==> src/rtl/m4vt_pkg.sv <==
// Shared types and constants for the 4x4 matrix-vector transform block.
// Holds field widths, the request mode codes and the queued command type.
// No dependencies.
package m4vt_pkg;

  localparam int WORD_W    = 32;
  localparam int IDX_W     = 4;
  localparam int DIM       = 4;
  localparam int ENTRIES   = DIM * DIM;

  // Stream payload widths; input tdata is padded to whole bytes.
  localparam int S_FIELDS_W = IDX_W + WORD_W + DIM * WORD_W;
  localparam int S_TDATA_W  = ((S_FIELDS_W + 7) / 8) * 8;
  localparam int M_TDATA_W  = DIM * WORD_W;

  // Command queue between front and back.
  localparam int QDEPTH = 4;
  localparam int QPTR_W = 2;
  localparam int QCNT_W = 3;

  // Datapath widths: product, pair sum, row sum with rounding term.
  localparam int PROD_W = 2 * WORD_W;
  localparam int PAIR_W = PROD_W + 1;
  localparam int SUM_W  = PROD_W + 2;

  localparam logic [WORD_W-1:0] SAT_POS = {1'b0, {(WORD_W-1){1'b1}}};
  localparam logic [WORD_W-1:0] SAT_NEG = {1'b1, {(WORD_W-1){1'b0}}};

  typedef enum logic {
    MODE_LOAD  = 1'b0,
    MODE_XFORM = 1'b1
  } mode_t;

  typedef struct packed {
    mode_t                        mode;
    logic [IDX_W-1:0]             entry_index;
    logic [WORD_W-1:0]            entry_value;
    logic [DIM-1:0][WORD_W-1:0]   vec;
  } cmd_t;

endpackage

==> src/rtl/m4vt_front.sv <==
// Front end: accepts stream requests, decodes them into commands and queues them.
// Depends on m4vt_pkg.
module m4vt_front import m4vt_pkg::*; (
  input  logic                 clk,
  input  logic                 rst,
  input  logic                 s_axis_tvalid,
  output logic                 s_axis_tready,
  input  logic [S_TDATA_W-1:0] s_axis_tdata,
  input  logic                 s_axis_tuser,
  output logic                 q_valid,
  output cmd_t                 q_cmd,
  input  logic                 q_pop
);

  cmd_t              slots [QDEPTH];
  logic [QPTR_W-1:0] wr_ptr;
  logic [QPTR_W-1:0] rd_ptr;
  logic [QCNT_W-1:0] count;
  cmd_t              cmd_in;
  logic              push;

  always_comb begin
    cmd_in.mode        = mode_t'(s_axis_tuser);
    cmd_in.entry_index = s_axis_tdata[IDX_W-1:0];
    cmd_in.entry_value = s_axis_tdata[IDX_W +: WORD_W];
    for (int i = 0; i < DIM; i++) begin
      cmd_in.vec[i] = s_axis_tdata[IDX_W + WORD_W + i*WORD_W +: WORD_W];
    end
  end

  assign s_axis_tready = (count != QCNT_W'(QDEPTH));
  assign push          = s_axis_tvalid && s_axis_tready;
  assign q_valid       = (count != '0);
  assign q_cmd         = slots[rd_ptr];

  always_ff @(posedge clk) begin
    if (rst) begin
      wr_ptr <= '0;
      rd_ptr <= '0;
      count  <= '0;
    end else begin
      if (push) begin
        wr_ptr <= wr_ptr + 1'b1;
      end
      if (q_pop) begin
        rd_ptr <= rd_ptr + 1'b1;
      end
      case ({push, q_pop})
        2'b10:   count <= count + 1'b1;
        2'b01:   count <= count - 1'b1;
        default: count <= count;
      endcase
    end
  end

  always_ff @(posedge clk) begin
    if (push) begin
      slots[wr_ptr] <= cmd_in;
    end
  end

endmodule

==> config.mk <==
export PLATFORM = sky130hd
export DESIGN_NAME = m4vt_front
export DESIGN_NICKNAME = d
export VERILOG_FILES = /design/src/rtl/m4vt_pkg.sv /design/src/rtl/m4vt_front.sv
export SDC_FILE = /design/constraint.sdc
export NUM_CORES = 1
export LEC_CHECK = 0
export ABC_CLOCK_PERIOD_IN_PS = 8500
export BUFFER_PORTS_ARGS = -buffer_cell sky130_fd_sc_hd__buf_2
export CAP_MARGIN = 30
export CORE_MARGIN = 8
export CORE_UTILIZATION = 40
export CTS_BUF_LIST = sky130_fd_sc_hd__clkbuf_2
export DETAILED_ROUTE_END_ITERATION = 8
export PLACE_DENSITY = 0.56
export SLEW_MARGIN = 20
export SYNTH_ARGS = -nofsm -noshare
export SYNTH_HDL_FRONTEND = slang
export SYNTH_SLANG_ARGS = --single-unit
==> constraint.sdc <==
create_clock -name clk -period 8.5 [get_ports clk]
set_input_delay 1.7 -clock clk [delete_from_list [all_inputs] [get_ports clk]]
set_output_delay 1.7 -clock clk [all_outputs]
set_load 0.005 [all_outputs]
## Yosys cells after proc, flatten, opt, wreduce, memory -nomap -nowiden

Memory sizes are Yosys's and may differ from the RTL's. A register that Yosys moved wholly into a read port is not among the register bits.
Cells that the tools add are included.

| storage, ports and cells | value |
|---|---|
| register bits after elaboration | 7 |
| memory bits (writable) | 660 |
| input bits | 173 |
| output and inout bits | 167 |
| logic and storage cells | 19 |
| memories | 1 |

| operators by class | value |
|---|---|
| $add $sub $neg | 4 |
| equal/unequal tests | 3 |
| multiplexer cells | 5 |
| reductions and logical operators | 3 |

Memory list:

| name | depth | bits a word | rd ports | clocked after Yosys merged registers in | write ports | RTL line | source |
|---|---|---|---|---|---|---|---|
| slots | 4 | 165 | 1 | 1 | 1 | m4vt_front.sv:15 | `cmd_t slots [QDEPTH];` |

Operator list:

| cell | count |
|---|---|
| $pmux W3 S2 | 1 |
| $add A2 B1 Y2 const B | 2 |
| $mux W2 | 2 |
| $add A3 B1 Y3 const B | 1 |
| $ne A3 B3 Y1 const B | 1 |
| $reduce_bool A3 Y1 | 1 |
| $sub A3 B1 Y3 const B | 1 |
| $eq A2 B1 Y1 const B | 1 |
| $eq A2 B2 Y1 const B | 1 |
| $mux W1 | 2 |
| $reduce_bool A2 Y1 | 1 |
| $logic_and A1 B1 Y1 | 1 |

## Longest topological paths before layout

| logic depth | value |
|---|---|
| depth after elaboration | 4 |
| gate-level depth with buffers | 9 |
| gate-level depth less buffers | 9 |

## Worst setup path after synthesis

No wires, ideal clock.

| timing | value |
|---|---|
| kind | input to register |
| from | in s_axis_tvalid |
| to | mem slots[0][0] (netlist bit) (enable) |
| library setup time | 545 ps |
| arrival time | 5879 ps |
| data required time | 7955 ps |
| setup slack | 2076 ps |
| cell stages on the path | 2 |
| cells stage by stage | a21boi_1 > and2_1 |

| on the way | value |
|---|---|
| word-level cells in the longest chain between the ends | 3 |

Ends and longest elaborated chain:

| what | RTL line | source |
|---|---|---|
| from (decl) | m4vt_front.sv:6 | `input logic s_axis_tvalid,` |
| $logic_and A1 B1 Y1 | m4vt_front.sv:32 | `assign push = s_axis_tvalid && s_axis_tready;` |
| $mux W1 | m4vt_front.sv:57 | `if (push) begin` |
| $mux W1 (not written as such) | m4vt_front.sv:58 | `slots[wr_ptr] <= cmd_in;` |
| to (decl) | m4vt_front.sv:15 |  |

Every way passes these cells.

==> run summary <==
CTS
----------------------------------------------------------------------------------------
Clk root buf                                                                    clkbuf_2
Clock Sinks                                                                          669
Longest Clk Path Bufs                                                                  3
TritonCTS clock tree                                                                 yes
# hold bufs at CTS                                                                     0
Clock Latency Late Sink                                                          1.24 ns
Inserted Clock Buffers                                                               171
Clk pin slew, worst setup/hold paths                                             0.10 ns
CTS H-Tree Depth                                                                       4
Number of gates resized after CTS                                                      0
Number of buffers added for setup after CTS                                            0

FLOORPLAN
----------------------------------------------------------------------------------------
# IOs                                                                                340
Die Outline Area                                                               69190 µm²
Die boundary height                                                             263.0 µm
Die width                                                                       263.0 µm
Core area                                                                      60360 µm²
FP Rows                                                                               90
Initial cell density of the core                                                  0.4044

PWR
----------------------------------------------------------------------------------------
Power Total                                                                     6.752 mW
Total power divided by cell area                                            238.2 nW/µm²
Maximum vdd drop                                                                112.0 µV
Cell leakage power                                                              9.734 nW

SYNTH
----------------------------------------------------------------------------------------
Sequential-to-total area share from yosys stat                                    0.8193
Most frequently used flop master after synthesis                                edfxtp_1
Cells after Synth                                                                    913
Average cell area after synthesis                                              26.74 µm²
Synthesized cell area                                                          24410 µm²
Synth unique cells                                                                    24
Synth warnings                                                                         0
EDFF count, synth                                                                    660
Syn nets                                                                            1092
Fraction of registers with async set/reset                                             0
#FFs+latches synth                                                                   669

TIMING
----------------------------------------------------------------------------------------
Worst slew slack as a fraction of its limit                                       0.3833
Actual slew at the worst max-slew pin                                          0.9251 ns
Max Freq                                                                      0.1825 GHz
Period utilisation layout                                                         0.6447
Setup repair after global routing missed its margin                                false
Worst clock skew on the final layout                                           0.1020 ns
Count of pins over their slew limit                                                    0
Clock period minus worst slack                                                  5.480 ns
Final worst-path setup slack                                                    3.020 ns
Final hold vios                                                                        0
Setup-failing EPs final                                                                0
Total negative setup slack                                                          0 ns

FLOW RUN
----------------------------------------------------------------------------------------
Max-cap violations                                                                     0

GRT
----------------------------------------------------------------------------------------
Global route hottest layer                                                          met2
Initial antenna violation count                                                       15
First-pass GRT wire length                                                      75.15 mm
Pin count of the biggest net entering global routing                                  91
Total GRT Usage                                                                   0.1445
Met2 routing resource usage after global routing                                  0.2337
Global routing met3 resource utilization                                         0.07169
Via count of the first global-routing pass                                         12250
Met1 track demand over resource in global routing                                 0.1640
Total grt overflow                                                                     0

DETAILED ROUTING
----------------------------------------------------------------------------------------
Number of iterations in the first detailed-routing pass                                4
Final antenna-violating net count                                                      0
Final Routed Wirelength                                                         50.29 mm
Number of DRC violations after detailed routing                                        0
Detailed-route vias per instance                                                   4.901
Number of DRC markers after the initial detailed-route iteration                     571
Average detailed-routed wire length per instance                                21.84 µm
Count of vias placed by the detailed router                                        11290

WORST SETUP PATH
----------------------------------------------------------------------------------------
Delay of the slowest critical-path stage                                         0.67 ns
Cell type of the slowest stage on the worst timing path                            buf_4
Most Frequent Cell on Critical Path                                                buf_4
WP data required                                                                 6.80 ns
Capturing element type of the critical path                                   output pin
Crit Path Class                                                               reg -> out
Sort of element at the start of the critical path                                   flop
Data arrival time of the critical path                                           3.78 ns
Crit-path cells                                                             buf_4 > buf_4 > mux4_2 > buf_2
Largest fanout on the critical path                                                   45

FINAL LAYOUT
----------------------------------------------------------------------------------------
Share of post-route cells with drive strength above 1                             0.5212
Footprint of the multi-input gates                                              3979 µm²
Fill count                                                                          5172
Layout Cell Area excl Fill                                                     28350 µm²
Count of placed standard cells in the final layout, fillers left out                2303
Number of nets in the final layout                                                  1577
Sequential cell area in the final layout                                       20010 µm²
Area delta synth->final                                                           16.12%

PLACED DESIGN
----------------------------------------------------------------------------------------
Cell Count Post-Placement                                                           2005
Total half-perimeter wirelength after legalization and detailed placement       29.70 mm
Placement Cell Area                                                            26810 µm²
Post-Place Worst Slack                                                          3.912 ns
PortBufs                                                                             335
Placer's final routability congestion estimate                                    0.6759

OUTCOME
----------------------------------------------------------------------------------------
Run status                                                                  finished, final reports clean

WORST HOLD PATH
----------------------------------------------------------------------------------------
Path category of the worst min-delay check                                    reg -> reg

[worst max-delay path: cells and delay by family, from the launching register on]
kind,cells,cell delay (ns)
multiplexers,1,0.43
flip-flops,1,0.63
buffers and inverters,3,1.40
[cell usage in the layout, fill, tap and decap left out, types with 2 or more instances in the layout]
cell and n:
a21oi_1 2, clkinv_2 4, inv_2 4, edfxtp_1 660, bufinv_16 2, nand2b_1 2, clkinv_1 20, nor2_1 9
xor2_1 3, inv_1 6, clkinv_4 2, ha_1 5, mux4_2 165, and2_4 4, clkbuf_2 251, dfxtp_1 7
diode_2 11, buf_12 5, or3_1 2, nand2_1 2, buf_4 9, buf_2 335, dfxtp_4 2
[flip-flops by register name, summed over array words and instances (netlist names), named ones only]
signal / flops
slots: 660
wr_ptr: 2
rd_ptr: 2
count: 3
[power by group]
part           total (mW)  internal, mW  switching (mW)  leakage [nW]
clock                2.06         0.841            1.22          1.15
combinational       0.764         0.354           0.410          2.46
sequential           3.93          3.87          0.0580          6.13
[synth_stat cells (3+ instances only)]
library cell    n  area, µm²
and2_1          4      25.02
buf_12         11      220.2
buf_2          16      80.08
buf_8           6      90.09
clkbuf_1        3      11.26
dfxtp_1         9      180.2
edfxtp_1      660      19820
ha_1            5      62.56
inv_1           6      22.52
mux4_2        165       3716
nor2_1          9      33.78
xor2_1          3      26.28
[routing by layer]
| layer | vias to the layer above | routed length, µm |
|---|---|---|
| li1 | 5049 | - |
| met1 | 5772 | 19610 |
| met2 | 354 | 25150 |
| met3 | 104 | 4464 |
| met4 | 8 | 1019 |
| met5 | - | 51 |
[metrics by stage]
stage / hold slack, ns / util
after floorplan: 0.4795 / -
after global placement: 0.5046 / 0.4442
after detailed placement: 0.5103 / 0.4442
after CTS: 0.3754 / 0.4684
after global routing: 0.4293 / 0.4693
final: 0.5165 / 0.4696
[area by class of cell]
cell class,count,area share
Timing Repair Buffer,350,0.06603
Sequential cell,669,0.7058
Multi-Input combinational cell,200,0.1404
Tap cell,782,0.03452
Antenna cell,11,0.0009711
Clock buffer,251,0.04432
Inverter,6,0.0007945
Clock inverter,34,0.007195
[path summary, 6_finish.rpt]
| kind | from | cells after the start | slack, ns | endpoint |
|---|---|---|---|---|
| min | wr_ptr[1] | 2 | 0.52 | wr_ptr[1] |
| min reg2reg | wr_ptr[1] | 2 | 0.52 | wr_ptr[1] |
| max | flop | 4 | 3.02 | q_cmd[113] |
| max reg2reg | count[0] | 5 | 5.49 | slots[2][161] |
[cells by family (layout without fill, tap and decap cells)]
kind of cell	Yosys count	in the layout	synth area share
buffers and inverters	44	641	0.01814
other	0	11	0
and+or+nand+nor	19	19	0.003741
adders and majority gates	6	6	0.003383
muxes	167	167	0.1531
xor gates and xnor gates	4	4	0.001435
AOI/OAI and AO/OA	4	4	0.0009225
DFF	669	669	0.8193
No activity file was read; power rests on OpenSTA's default activity.
